## src/sv/sfs_pkg.sv

```systemverilog
package sfs_pkg;

    // field widths fixed by the interface
    localparam int OPCODE_W  = 3;
    localparam int TIME_W    = 24;
    localparam int SLOT_W    = 6;
    localparam int COORD_W   = 8;
    localparam int COUNT_W   = 7;
    localparam int SPEED_W   = 16;
    localparam int FRAC_W    = 8;
    localparam int ELAPSED_W = TIME_W + SPEED_W;
    localparam int CFG_IDX_W = 2;
    localparam int CFG_DATA_W = SPEED_W;

    localparam int MAX_FRAMES_DEFAULT = 64;
    localparam logic [SPEED_W-1:0] SPEED_RESET = SPEED_W'(256);

    typedef enum logic [OPCODE_W-1:0] {
        OP_TICK    = 3'd0,
        OP_PLAY    = 3'd1,
        OP_PAUSE   = 3'd2,
        OP_STOP    = 3'd3,
        OP_RESTART = 3'd4,
        OP_WRITE   = 3'd5,
        OP_DESTROY = 3'd6,
        OP_NOP     = 3'd7
    } opcode_t;

    localparam logic [CFG_IDX_W-1:0] CFG_FRAME_COUNT = 2'd0;
    localparam logic [CFG_IDX_W-1:0] CFG_LOOP_ENABLE = 2'd1;
    localparam logic [CFG_IDX_W-1:0] CFG_SPEED       = 2'd2;

    typedef struct packed {
        logic [TIME_W-1:0]  duration;
        logic [COORD_W-1:0] row;
        logic [COORD_W-1:0] column;
    } frame_entry_t;

    // request to the serial remainder unit
    typedef struct packed {
        logic                 start;
        logic [ELAPSED_W-1:0] dividend;
        logic [ELAPSED_W-1:0] divisor;
    } rem_req_t;

    typedef struct packed {
        logic                 done;
        logic [ELAPSED_W-1:0] remainder;
    } rem_rsp_t;

endpackage

```

## src/sv/sprite_frame_sequencer_core.sv

```systemverilog
// sprite animation frame sequencer. one command is taken when start is high and busy is low;
// its single result appears on the current_* and is_* ports for exactly one cycle with done
// high, and the receiver cannot stall it. done rises in the cycle busy falls, so the next
// command may be taken in that same cycle. commands other than an active tick pass through
// S_EXEC, S_OUT_RD and S_OUT_FMT. an active tick adds S_ADD after S_EXEC; when looping it then
// totals the clip length, one S_SUM_RD and S_SUM_ACC pair per entry and a last S_SUM_RD; then
// per frame entry visited it does one registered table read and one compare and subtract, or
// only the read when the index already lies beyond the clip. when the elapsed time covers a
// whole lap it is folded back by the bit-serial remainder unit (one bit per cycle over the
// 40-bit elapsed time, then frame 0 is compared again). the frame table has one read port,
// so the table reads in the sequence above happen one at a time. table entries hold nothing
// until written; the table has no clear pass
module sprite_frame_sequencer_core #(
    parameter int MAX_FRAMES = sfs_pkg::MAX_FRAMES_DEFAULT
) (
    input  logic                            clk,
    input  logic                            rst_n,

    // configuration write port
    input  logic                            cfg_write,
    input  logic [sfs_pkg::CFG_IDX_W-1:0]   cfg_index,
    input  logic [sfs_pkg::CFG_DATA_W-1:0]  cfg_data,

    // command transfer
    input  logic                            start,
    output logic                            busy,
    input  logic [sfs_pkg::OPCODE_W-1:0]    opcode,
    input  logic [sfs_pkg::TIME_W-1:0]      delta_time,
    input  logic [sfs_pkg::SLOT_W-1:0]      frame_slot,
    input  logic [sfs_pkg::TIME_W-1:0]      frame_duration,
    input  logic [sfs_pkg::COORD_W-1:0]     frame_row,
    input  logic [sfs_pkg::COORD_W-1:0]     frame_column,

    // result transfer, one cycle wide
    output logic                            done,
    output logic [sfs_pkg::SLOT_W-1:0]      current_index,
    output logic [sfs_pkg::COORD_W-1:0]     current_row,
    output logic [sfs_pkg::COORD_W-1:0]     current_column,
    output logic                            is_playing,
    output logic                            is_finished,
    output logic                            is_alive
);

    localparam int TIME_W    = sfs_pkg::TIME_W;
    localparam int SPEED_W   = sfs_pkg::SPEED_W;
    localparam int ELAPSED_W = sfs_pkg::ELAPSED_W;
    localparam int COUNT_W   = sfs_pkg::COUNT_W;
    localparam int SLOT_W    = sfs_pkg::SLOT_W;
    localparam int FRAC_W    = sfs_pkg::FRAC_W;
    localparam int COORD_W   = sfs_pkg::COORD_W;

    // only slots the slot field can reach are stored
    localparam int DEPTH  = (MAX_FRAMES < (1 << SLOT_W)) ? MAX_FRAMES : (1 << SLOT_W);
    localparam int ADDR_W = (DEPTH > 1) ? $clog2(DEPTH) : 1;
    localparam int COUNT_MAX = (1 << COUNT_W) - 1;
    localparam logic [COUNT_W-1:0] COUNT_LIM =
        COUNT_W'((MAX_FRAMES > COUNT_MAX) ? COUNT_MAX : MAX_FRAMES);
    localparam logic [SLOT_W:0] SLOT_LIM = (SLOT_W + 1)'(DEPTH);
    localparam logic [ELAPSED_W-1:0] ELAPSED_MAX = '1;

    typedef enum logic [3:0] {
        S_IDLE,
        S_EXEC,
        S_ADD,
        S_SUM_RD,
        S_SUM_ACC,
        S_LOOP_RD,
        S_LOOP_CMP,
        S_MOD,
        S_OUT_RD,
        S_OUT_FMT
    } state_t;

    // configuration registers
    logic [COUNT_W-1:0]     frame_count_reg;
    logic                   loop_enable_reg;
    logic [SPEED_W-1:0]     speed_q8_reg;

    // sequencer and playback state
    state_t                 state_reg;
    sfs_pkg::opcode_t       op_reg;
    logic [TIME_W-1:0]      delta_reg;
    logic [SLOT_W-1:0]      slot_reg;
    sfs_pkg::frame_entry_t  wr_entry_reg;
    logic [COUNT_W-1:0]     idx_reg;
    logic [COUNT_W-1:0]     sum_idx_reg;
    logic [ELAPSED_W-1:0]   elapsed_reg;
    logic [ELAPSED_W-1:0]   total_reg;
    logic [ELAPSED_W-1:0]   prod_reg;
    logic                   playing_reg;
    logic                   finished_reg;
    logic                   alive_reg;
    logic                   rem_start_reg;

    // registered result
    logic                   done_reg;
    logic [SLOT_W-1:0]      current_index_reg;
    logic [COORD_W-1:0]     current_row_reg;
    logic [COORD_W-1:0]     current_column_reg;

    // frame table
    sfs_pkg::frame_entry_t  table_mem [DEPTH];
    sfs_pkg::frame_entry_t  rd_data_reg;
    logic                   mem_we;
    logic                   mem_re;
    logic [ADDR_W-1:0]      rd_addr;

    logic [COUNT_W-1:0]     eff_count;
    logic                   clip_valid;
    logic                   tick_active;
    logic                   slot_ok;
    logic [ELAPSED_W:0]     add_sum;
    logic [TIME_W-1:0]      rd_dur;
    logic [ELAPSED_W-1:0]   rd_len;
    logic [ELAPSED_W:0]     len_diff;
    logic [COUNT_W:0]       idx_inc;
    logic                   idx_beyond;
    logic                   lap_fold;

    sfs_pkg::rem_req_t      rem_req;
    sfs_pkg::rem_rsp_t      rem_rsp;

    // counts above MAX_FRAMES act as MAX_FRAMES
    assign eff_count  = (frame_count_reg > COUNT_LIM) ? COUNT_LIM : frame_count_reg;
    assign clip_valid = (eff_count != '0);
    assign tick_active = alive_reg && playing_reg && !finished_reg && clip_valid;
    assign slot_ok    = ({1'b0, slot_reg} < SLOT_LIM);

    // saturating add of the scaled delta
    assign add_sum = {1'b0, elapsed_reg} + {1'b0, prod_reg};

    // frame length in the Q32.8 elapsed format, a zero duration counts as one unit
    assign rd_dur   = (rd_data_reg.duration == '0) ? TIME_W'(1) : rd_data_reg.duration;
    assign rd_len   = {{(ELAPSED_W - TIME_W - FRAC_W){1'b0}}, rd_dur, {FRAC_W{1'b0}}};
    assign len_diff = {1'b0, elapsed_reg} - {1'b0, rd_len};

    assign idx_inc    = {1'b0, idx_reg} + (COUNT_W + 1)'(1);
    assign idx_beyond = (idx_reg >= eff_count);
    assign lap_fold   = loop_enable_reg && (idx_reg == '0) && (elapsed_reg >= total_reg);

    // table write and read port selection
    assign mem_we = (state_reg == S_EXEC) && (op_reg == sfs_pkg::OP_WRITE) && slot_ok;
    assign mem_re = (state_reg == S_SUM_RD) || (state_reg == S_LOOP_RD)
                 || (state_reg == S_OUT_RD);
    assign rd_addr = (state_reg == S_SUM_RD) ? sum_idx_reg[ADDR_W-1:0] : idx_reg[ADDR_W-1:0];

    always_ff @(posedge clk)
    begin
        if (mem_we)
            table_mem[slot_reg[ADDR_W-1:0]] <= wr_entry_reg;
        if (mem_re)
            rd_data_reg <= table_mem[rd_addr];
    end

    // configuration writes; the user must write only while idle, the block does not enforce it
    always_ff @(posedge clk or negedge rst_n)
    begin
        if (!rst_n)
        begin
            frame_count_reg <= '0;
            loop_enable_reg <= 1'b0;
            speed_q8_reg    <= sfs_pkg::SPEED_RESET;
        end
        else if (cfg_write)
        begin
            unique case (cfg_index)
                sfs_pkg::CFG_FRAME_COUNT: frame_count_reg <= cfg_data[COUNT_W-1:0];
                sfs_pkg::CFG_LOOP_ENABLE: loop_enable_reg <= cfg_data[0];
                sfs_pkg::CFG_SPEED:       speed_q8_reg    <= cfg_data[SPEED_W-1:0];
                default:                  ;
            endcase
        end
    end

    // lap folding: elapsed modulo the clip length
    assign rem_req.start    = rem_start_reg;
    assign rem_req.dividend = elapsed_reg;
    assign rem_req.divisor  = total_reg;

    sfs_rem_unit u_rem_unit (
        .clk   (clk),
        .rst_n (rst_n),
        .req   (rem_req),
        .rsp   (rem_rsp)
    );

    // command sequencer
    always_ff @(posedge clk or negedge rst_n)
    begin
        if (!rst_n)
        begin
            state_reg          <= S_IDLE;
            op_reg             <= sfs_pkg::OP_NOP;
            idx_reg            <= '0;
            sum_idx_reg        <= '0;
            elapsed_reg        <= '0;
            playing_reg        <= 1'b0;
            finished_reg       <= 1'b0;
            alive_reg          <= 1'b1;
            rem_start_reg      <= 1'b0;
            done_reg           <= 1'b0;
            current_index_reg  <= '0;
            current_row_reg    <= '0;
            current_column_reg <= '0;
        end
        else
        begin
            done_reg      <= 1'b0;
            rem_start_reg <= 1'b0;
            unique case (state_reg)
                S_IDLE:
                begin
                    if (start)
                    begin
                        op_reg              <= sfs_pkg::opcode_t'(opcode);
                        delta_reg           <= delta_time;
                        slot_reg            <= frame_slot;
                        wr_entry_reg.duration <= frame_duration;
                        wr_entry_reg.row    <= frame_row;
                        wr_entry_reg.column <= frame_column;
                        state_reg           <= S_EXEC;
                    end
                end
                S_EXEC:
                begin
                    state_reg <= S_OUT_RD;
                    unique case (op_reg)
                        sfs_pkg::OP_TICK:
                        begin
                            if (tick_active)
                            begin
                                prod_reg  <= ELAPSED_W'(delta_reg * speed_q8_reg);
                                state_reg <= S_ADD;
                            end
                        end
                        sfs_pkg::OP_PLAY:
                        begin
                            if (clip_valid)
                            begin
                                // play on a finished clip starts over
                                if (finished_reg)
                                begin
                                    idx_reg      <= '0;
                                    elapsed_reg  <= '0;
                                    finished_reg <= 1'b0;
                                end
                                playing_reg <= 1'b1;
                            end
                        end
                        sfs_pkg::OP_PAUSE:
                            playing_reg <= 1'b0;
                        sfs_pkg::OP_STOP:
                        begin
                            playing_reg  <= 1'b0;
                            idx_reg      <= '0;
                            elapsed_reg  <= '0;
                            finished_reg <= 1'b0;
                        end
                        sfs_pkg::OP_RESTART:
                        begin
                            idx_reg      <= '0;
                            elapsed_reg  <= '0;
                            finished_reg <= 1'b0;
                            playing_reg  <= clip_valid;
                        end
                        sfs_pkg::OP_WRITE:
                            ;
                        sfs_pkg::OP_DESTROY:
                            alive_reg <= 1'b0;
                        sfs_pkg::OP_NOP:
                            ;
                        default:
                            ;
                    endcase
                end
                S_ADD:
                begin
                    elapsed_reg <= add_sum[ELAPSED_W] ? ELAPSED_MAX : add_sum[ELAPSED_W-1:0];
                    total_reg   <= '0;
                    sum_idx_reg <= '0;
                    state_reg   <= loop_enable_reg ? S_SUM_RD : S_LOOP_RD;
                end
                S_SUM_RD:
                begin
                    // total clip length, one entry per read
                    if (sum_idx_reg == eff_count)
                        state_reg <= S_LOOP_RD;
                    else
                        state_reg <= S_SUM_ACC;
                end
                S_SUM_ACC:
                begin
                    total_reg   <= total_reg + rd_len;
                    sum_idx_reg <= sum_idx_reg + COUNT_W'(1);
                    state_reg   <= S_SUM_RD;
                end
                S_LOOP_RD:
                begin
                    // count lowered under the index: stop as finished, index kept
                    if (idx_beyond)
                    begin
                        finished_reg <= 1'b1;
                        playing_reg  <= 1'b0;
                        state_reg    <= S_OUT_RD;
                    end
                    else
                        state_reg <= S_LOOP_CMP;
                end
                S_LOOP_CMP:
                begin
                    if (lap_fold)
                    begin
                        rem_start_reg <= 1'b1;
                        state_reg     <= S_MOD;
                    end
                    else if (len_diff[ELAPSED_W])
                        state_reg <= S_OUT_RD;
                    else
                    begin
                        elapsed_reg <= len_diff[ELAPSED_W-1:0];
                        if (idx_inc < {1'b0, eff_count})
                        begin
                            idx_reg   <= idx_inc[COUNT_W-1:0];
                            state_reg <= S_LOOP_RD;
                        end
                        else if (loop_enable_reg)
                        begin
                            idx_reg   <= '0;
                            state_reg <= S_LOOP_RD;
                        end
                        else
                        begin
                            // last frame of a one-shot clip: hold it
                            finished_reg <= 1'b1;
                            playing_reg  <= 1'b0;
                            state_reg    <= S_OUT_RD;
                        end
                    end
                end
                S_MOD:
                begin
                    if (rem_rsp.done)
                    begin
                        elapsed_reg <= rem_rsp.remainder;
                        state_reg   <= S_LOOP_CMP;
                    end
                end
                S_OUT_RD:
                    state_reg <= S_OUT_FMT;
                S_OUT_FMT:
                begin
                    done_reg          <= 1'b1;
                    current_index_reg <= idx_reg[SLOT_W-1:0];
                    if (idx_beyond)
                    begin
                        current_row_reg    <= '0;
                        current_column_reg <= '0;
                    end
                    else
                    begin
                        current_row_reg    <= rd_data_reg.row;
                        current_column_reg <= rd_data_reg.column;
                    end
                    state_reg <= S_IDLE;
                end
                default:
                    state_reg <= S_IDLE;
            endcase
        end
    end

    assign busy           = (state_reg != S_IDLE);
    assign done           = done_reg;
    assign current_index  = current_index_reg;
    assign current_row    = current_row_reg;
    assign current_column = current_column_reg;
    assign is_playing     = playing_reg;
    assign is_finished    = finished_reg;
    assign is_alive       = alive_reg;

endmodule

```

## src/sv/sfs_rem_unit.sv

```systemverilog
module sfs_rem_unit (
    input  logic              clk,
    input  logic              rst_n,
    input  sfs_pkg::rem_req_t req,
    output sfs_pkg::rem_rsp_t rsp
);

    localparam int W     = sfs_pkg::ELAPSED_W;
    localparam int CNT_W = $clog2(W);

    typedef enum logic {
        R_IDLE,
        R_RUN
    } rem_state_t;

    rem_state_t        state_reg;
    logic [W-1:0]      dq_reg;
    logic [W-1:0]      div_reg;
    logic [W-1:0]      rem_reg;
    logic [CNT_W-1:0]  cnt_reg;
    logic              done_reg;

    logic [W:0]        shifted;
    logic [W:0]        diff;

    // one restoring step per cycle
    assign shifted = {rem_reg, dq_reg[W-1]};
    assign diff    = shifted - {1'b0, div_reg};

    always_ff @(posedge clk or negedge rst_n)
    begin
        if (!rst_n)
        begin
            state_reg <= R_IDLE;
            cnt_reg   <= '0;
            done_reg  <= 1'b0;
        end
        else
        begin
            done_reg <= 1'b0;
            unique case (state_reg)
                R_IDLE:
                begin
                    if (req.start)
                    begin
                        dq_reg    <= req.dividend;
                        div_reg   <= req.divisor;
                        rem_reg   <= '0;
                        cnt_reg   <= '0;
                        state_reg <= R_RUN;
                    end
                end
                R_RUN:
                begin
                    if (!diff[W])
                        rem_reg <= diff[W-1:0];
                    else
                        rem_reg <= shifted[W-1:0];
                    dq_reg  <= {dq_reg[W-2:0], 1'b0};
                    cnt_reg <= cnt_reg + CNT_W'(1);
                    if (cnt_reg == CNT_W'(W - 1))
                    begin
                        done_reg  <= 1'b1;
                        state_reg <= R_IDLE;
                    end
                end
                default:
                    state_reg <= R_IDLE;
            endcase
        end
    end

    assign rsp.done      = done_reg;
    assign rsp.remainder = rem_reg;

endmodule

```

## config.mk

```make
export PLATFORM = sky130hd
export DESIGN_NAME = sprite_frame_sequencer_core
export DESIGN_NICKNAME = d
export VERILOG_FILES = /design/src/sv/sfs_pkg.sv /design/src/sv/sprite_frame_sequencer_core.sv /design/src/sv/sfs_rem_unit.sv
export SDC_FILE = /design/constraint.sdc
export NUM_CORES = 2
export LEC_CHECK = 0
export BUFFER_PORTS_ARGS = -buffer_cell sky130_fd_sc_hd__buf_2
export CORE_MARGIN = 4
export CORE_UTILIZATION = 50
export DETAILED_ROUTE_END_ITERATION = 12
export PLACE_DENSITY = 0.7
export SYNTH_ARGS = -nofsm -noshare
export SYNTH_HDL_FRONTEND = slang
export SYNTH_SLANG_ARGS = --single-unit
export TNS_END_PERCENT = 20
```

## constraint.sdc

```tcl
create_clock -name clk -period 12.4 [get_ports clk]
set_input_delay 3.72 -clock clk [delete_from_list [all_inputs] [get_ports clk]]
set_output_delay 3.72 -clock clk [all_outputs]
set_load 0.01 [all_outputs]
```

Word level (Yosys, flattened, before mapping)
Memory sizes are Yosys's and may differ from the RTL's. A register that Yosys moved wholly into a read port is not among the register bits.
Index checks and enable logic that the tools add are counted.
Operators by class
  multiply operators: 1
  magnitude comparators: 4
  reduce and logical (&&, ||, !) cells: 37
  add/sub/neg operators: 7
  equal/unequal tests: 32
  multiplexer cells: 68
  bitwise gates (word level): 1
Operator list (count)
  2-to-1 mux 40 bit: 9
  case mux 40 bit (2 select lines): 4
  case mux 40 bit (4 select lines): 1
  2-to-1 mux 7 bit: 7
  case mux 7 bit (2 select lines): 3
  adder 40 x 40 -> 41 bit: 1
  subtractor 40 x 32 -> 41 bit: 1
  subtractor 41 x 40 -> 41 bit: 1
  adder 40 x 32 -> 40 bit: 1
  >= comparator 40 bit: 1
  multiplier 24 x 16 -> 40 bit: 1
  2-to-1 mux 4 bit: 9
  case mux 4 bit (9 select lines): 1
  zero test 24 bit: 1
  2-to-1 mux 24 bit: 1
  2-to-1 mux 1 bit: 22
  equality test 4 x 3 -> 1 bit, second input constant: 4
  2-to-1 mux 8 bit: 2
  AND reduction 2 bit: 8
  AND reduction 8 bit: 2
  inequality test 2 bit, second input constant: 7
  AND reduction 7 bit: 2
  2-to-1 mux 6 bit: 2
  case mux 6 bit (2 select lines): 1
  other kinds (38): 58
Word-level totals
  memory bits (writable): 2560
  memories kept: 1
  output and inout port bits: 27
  logic and storage cells: 180
  input port bits: 95
  flip-flop bits (word level): 390
Memories
  table_mem: depth 64, width 40, rd ports 1, clocked after Yosys merged registers in 1, wr ports 1, line sprite_frame_sequencer_core.sv:102  | sfs_pkg::frame_entry_t table_mem [DEPTH];

Longest topological paths before layout
  word-level depth: 7
  mapped depth: 26
  mapped depth without buffers: 24

By module
A second synthesis with hierarchy kept.
Unflattened totals
  cell total of the unflattened synthesis: 11565
  area total of the unflattened synthesis: 138701.8 µm²
By module, submodules not included
  sprite_frame_sequencer_core: instances 1, cells each 10880, seq. area each 85147.9 µm², area an instance 131070.7 µm²
  sfs_rem_unit: instances 1, cells each 685, seq. area each 3803.6 µm², area an instance 7631.1 µm²

Worst setup path before layout
OpenSTA, ideal clock, no wires.
  path type: input to register
  start point: in rst_n
  end point: reg u_rem_unit.dq_reg[0] (enable)
  data required time: 11.881 ns
  data arrival time: 7.124 ns
  library setup time: 0.519 ns
  setup slack: 4.757 ns
  stages on the path: 2
  buffers on the path: 0
  cell sequence: inv_1 -> nor2_1
Between the ends
  longest elaborated chain between the ends: 1
RTL lines
  start, declared: line sprite_frame_sequencer_core.sv:17  | input logic rst_n,
  AND reduction 2 bit (no source line)
  end signal, assigned: line sfs_rem_unit.sv:46  | dq_reg <= req.dividend;
  end signal, assigned: line sfs_rem_unit.sv:59  | dq_reg <= {dq_reg[W-2:0], 1'b0};
  end, declared: line sfs_rem_unit.sv:17  | logic [W-1:0] dq_reg;
No other way between the ends.
A chain may end at the register's enable or synchronous reset.

Worst setup path after layout
  start point: reg speed_q8_reg[7]
  end point: reg prod_reg[39], data pin
Between the ends
  longest elaborated chain between the ends: 1
RTL lines
  start, declared: line sprite_frame_sequencer_core.sv:77  | logic [SPEED_W-1:0] speed_q8_reg;
  start signal, assigned: line sprite_frame_sequencer_core.sv:162  | speed_q8_reg <= sfs_pkg::SPEED_RESET;
  start signal, assigned: line sprite_frame_sequencer_core.sv:169  | sfs_pkg::CFG_SPEED: speed_q8_reg <= cfg_data[SPEED_W-1:0];
  multiplier 24 x 16 -> 40 bit: line sprite_frame_sequencer_core.sv:232  | prod_reg <= ELAPSED_W'(delta_reg * speed_q8_reg);
  end signal, assigned: line sprite_frame_sequencer_core.sv:232
  end, declared: line sprite_frame_sequencer_core.sv:89  | logic [ELAPSED_W-1:0] prod_reg;
No other way between the ends.

==> results.json <==
{
  "period_minus_slack_ns": 7.35,
  "starting_density_of_the_core_pct": 50.3,
  "fin_worst_skew_ns": 0.131,
  "die_w_um": 525,
  "crit_top_cell": "fa_1",
  "required_ns": 12.98,
  "ff2ff_path_depth": 21,
  "r2r_start": "speed_q8_reg[7]",
  "port_buffers": 121,
  "synthesis.yosys.warnings": 0,
  "critical_path_buf_inv_count": 3,
  "avgViaCountPerCell": 6.10,
  "crit_chain": "nand2_1 > fa_1 > inv_1 > fa_1 > fa_1 > fa_1 > fa_1 > inv_1 > fa_1 > inv_1 > ha_1 > nand4_1 > nor2_1 > nand2_1 > nor3_1 > o211ai_1 > a311oi_1 > nor3_1 > o21bai_1 > a21oi_1 > xnor2_1",
  "fin_hold_ws_ns": 0.470,
  "chipHeight_um": 525,
  "worst_slew_pin_slew_ns": 1.22,
  "report.final.hold_viol_count": 0,
  "cts-root-to-sink-buffers": 4,
  "setup_viol": 0,
  "min_path_cells": 0,
  "route.final.wire_length_um": 340000,
  "critPathKind": "flop to flop",
  "place_congestion": 0.941,
  "wl_per_cell_um": 28.0,
  "maxSlewViolCount": 0,
  "core-area_um2": 266000,
  "period_share_pct": 59.3,
  "vias": 74100,
  "post_synthesis_instance_total": 8177,
  "clock_pin_slew_reported_for_the_worst_setup_and_hold_paths_after_clock_tree_synthesis_ns": 0.06,
  "rr_endpoint": "prod_reg[39]",
  "crit_family": "adder cells",
  "flop_to_flop_setup_slack_ns": 5.05,
  "final_net_count": 9049,
  "tns_ns": 0,
  "design.die.area_um2": 276000,
  "number_of_gates_given_a_new_drive_strength_after_cts": 0,
  "areaGrowthSynthToFinish_pct": 11.3,
  "endpoint_kind": "flop",
  "firstDrtPassIters": 9,
  "syn-cell-area_um2": 134000,
  "detail-route-antenna-nets": 0,
  "ys_dominant_reg_cell": "edfxtp_1",
  "cts_num_sinks": 2974,
  "cts_tree": "built",
  "drt_first_iter_violations": 8784,
  "rsz0062_at_grt": "no",
  "postCtsSetupRepairBufs": 0,
  "drt_drc_violations_left": 0,
  "timing.critical_path.slowest_stage_cell": "dfrtp_1",
  "overflow": 0,
  "cts_htree_levels": 5,
  "clockRootBuffer": "clkbuf_16",
  "largest_register_ffs": 2560,
  "grt_pass1_vias": 75500,
  "path_class_of_the_lowest_slack_min_delay_path": "flop to flop",
  "count_of_flip_flops_with_a_built_in_enable_after_synthesis": 2854,
  "grt_first_pass_wirelength_um": 501000,
  "netlist-cell-type-count": 87,
  "grt_use_total_pct": 24.4,
  "postSynthRegisterBits": 2974,
  "syn-mean-instance-area_um2": 16.4,
  "power.leakage_nw": 53.3,
  "post_cts_hold_buffer_count": 0,
  "crit_path_max_fanout": 25,
  "post-dp-hpwl_um": 192000,
  "critPathMaxStageDelay_ns": 1.01,
  "run_status": "complete, no violations",
  "boundaryPins": 122,
  "timing.critical_path.from_type": "flop",
  "timing.max_cap.violations": 0,
  "grt_start_max_net_pins": 155,
  "worst_ir_drop_vdd_uv": 969,
  "power_per_cell_area_nw_per_um2": 236,
  "drive_gt1_share_pct": 17.8,
  "fmax_mhz": 136,
  "placementRows": 189,
  "min_from": "total_reg[34]",
  "clkLatencyLatePin_ns": 0.89,
  "cts-buffers-inserted": 310,
  "worst_ep_arrival_time_ns": 7.92,
  "min_to": "u_rem_unit.div_reg[34]",
  "async_reset_ff_share_pct": 4.03,
  "syn-num-nets": 8863,
  "ys_seq_area_share_pct": 66.3,
  "slew-limit-headroom_pct": 18.6,
  "antenna_found_initial": 7
}
-- cell usage in the layout, fill, tap and decap left out, types with 126 or more instances in the layout --
| cell type | count |
|---|---|
| buf_4 | 159 |
| o21ai_0 | 257 |
| and2_1 | 184 |
| inv_1 | 493 |
| mux2i_1 | 126 |
| nand2_1 | 955 |
| fa_1 | 309 |
| nor2_1 | 174 |
| mux4_2 | 640 |
| ha_1 | 282 |
| nand3_1 | 140 |
| clkbuf_16 | 314 |
| edfxtp_1 | 2854 |
| a21oi_1 | 263 |
-- per-stage QoR --
step                      power, mW  std cells  utilization (%)  cell area, µm²  setup WS [ns]
after floorplan                22.6       8177                -          134000           4.76
after global placement         26.1      11600             52.3          139000           5.36
after detailed placement       26.3      11600             52.3          139000           5.19
after CTS                      35.4      12100             56.0          149000           5.14
after global routing           37.5      12100             56.0          149000           4.70
final                          35.1      12100             56.0          149000           5.05
-- power by group --
part	total [mW]	switching [mW]	internal [mW]
logic	13.9	8.21	5.66
clock network	9.04	3.86	5.18
registers	12.2	0.242	11.9
-- final cells by class --
cell class | instances | area, µm²
inverters | 494 | 1850
clock inverters | 152 | 1470
diodes | 10 | 25.0
flip-flops and latches | 2974 | 88700
fillers | 20200 | 117000
multi-input cells | 4293 | 42100
clock buffers | 398 | 8320
well taps | 3533 | 4420
repair buffers | 290 | 2010
-- cells in the mapped netlist, types with 42 or more instances --
cell type | count | share of area [%]
ha_1 | 282 | 2.6
nor2_1 | 244 | 0.68
a211oi_1 | 62 | 0.35
xnor2_1 | 83 | 0.54
a32oi_1 | 46 | 0.30
mux2_2 | 65 | 0.55
edfxtp_1 | 2854 | 64
fa_1 | 309 | 4.6
inv_1 | 493 | 1.4
mux2i_1 | 130 | 0.97
clkbuf_1 | 275 | 0.77
and2_1 | 184 | 0.86
xor2_1 | 72 | 0.47
buf_2 | 101 | 0.38
o21ai_0 | 257 | 0.96
nand2_1 | 955 | 2.7
o221ai_1 | 44 | 0.29
a21o_1 | 63 | 0.35
nor2b_1 | 57 | 0.27
a21oi_1 | 264 | 0.99
nor3_1 | 42 | 0.16
dfrtp_1 | 115 | 2.2
nand3_1 | 140 | 0.52
mux4_2 | 640 | 11
-- routing by layer --
layer  wire, µm  global-route usage [%]
met5         34                       0
met4      13800                    9.07
met3      27600                    3.79
met2     168000                    40.2
met1     131000                    33.1
-- kinds of logic after synthesis --
group                      count (synthesis)  synth area share, %
DFF                                     2974                 66.3
muxes                                    835                 12.3
buffers and inverters                    910                 2.70
AOI/OAI and AO/OA                        953                 4.54
adders and majority gates                591                 7.26
xor gates and xnor gates                 155                 1.01
and+or+nand+nor                         1759                 5.87
-- worst max-delay path by stage --
stage,cells past startpoint,end,slack (ns),start
finish,21,prod_reg[39],5.05,speed_q8_reg[7]
global route,21,prod_reg[39],4.70,speed_q8_reg[7]
CTS,21,prod_reg[39],5.14,speed_q8_reg[7]
detailed placement,21,prod_reg[39],5.19,speed_q8_reg[7]
global placement,21,prod_reg[39],5.36,speed_q8_reg[10]
floorplan,2,u_rem_unit.dq_reg[0],4.76,rst_n
No activity file was read; power rests on OpenSTA's default activity.
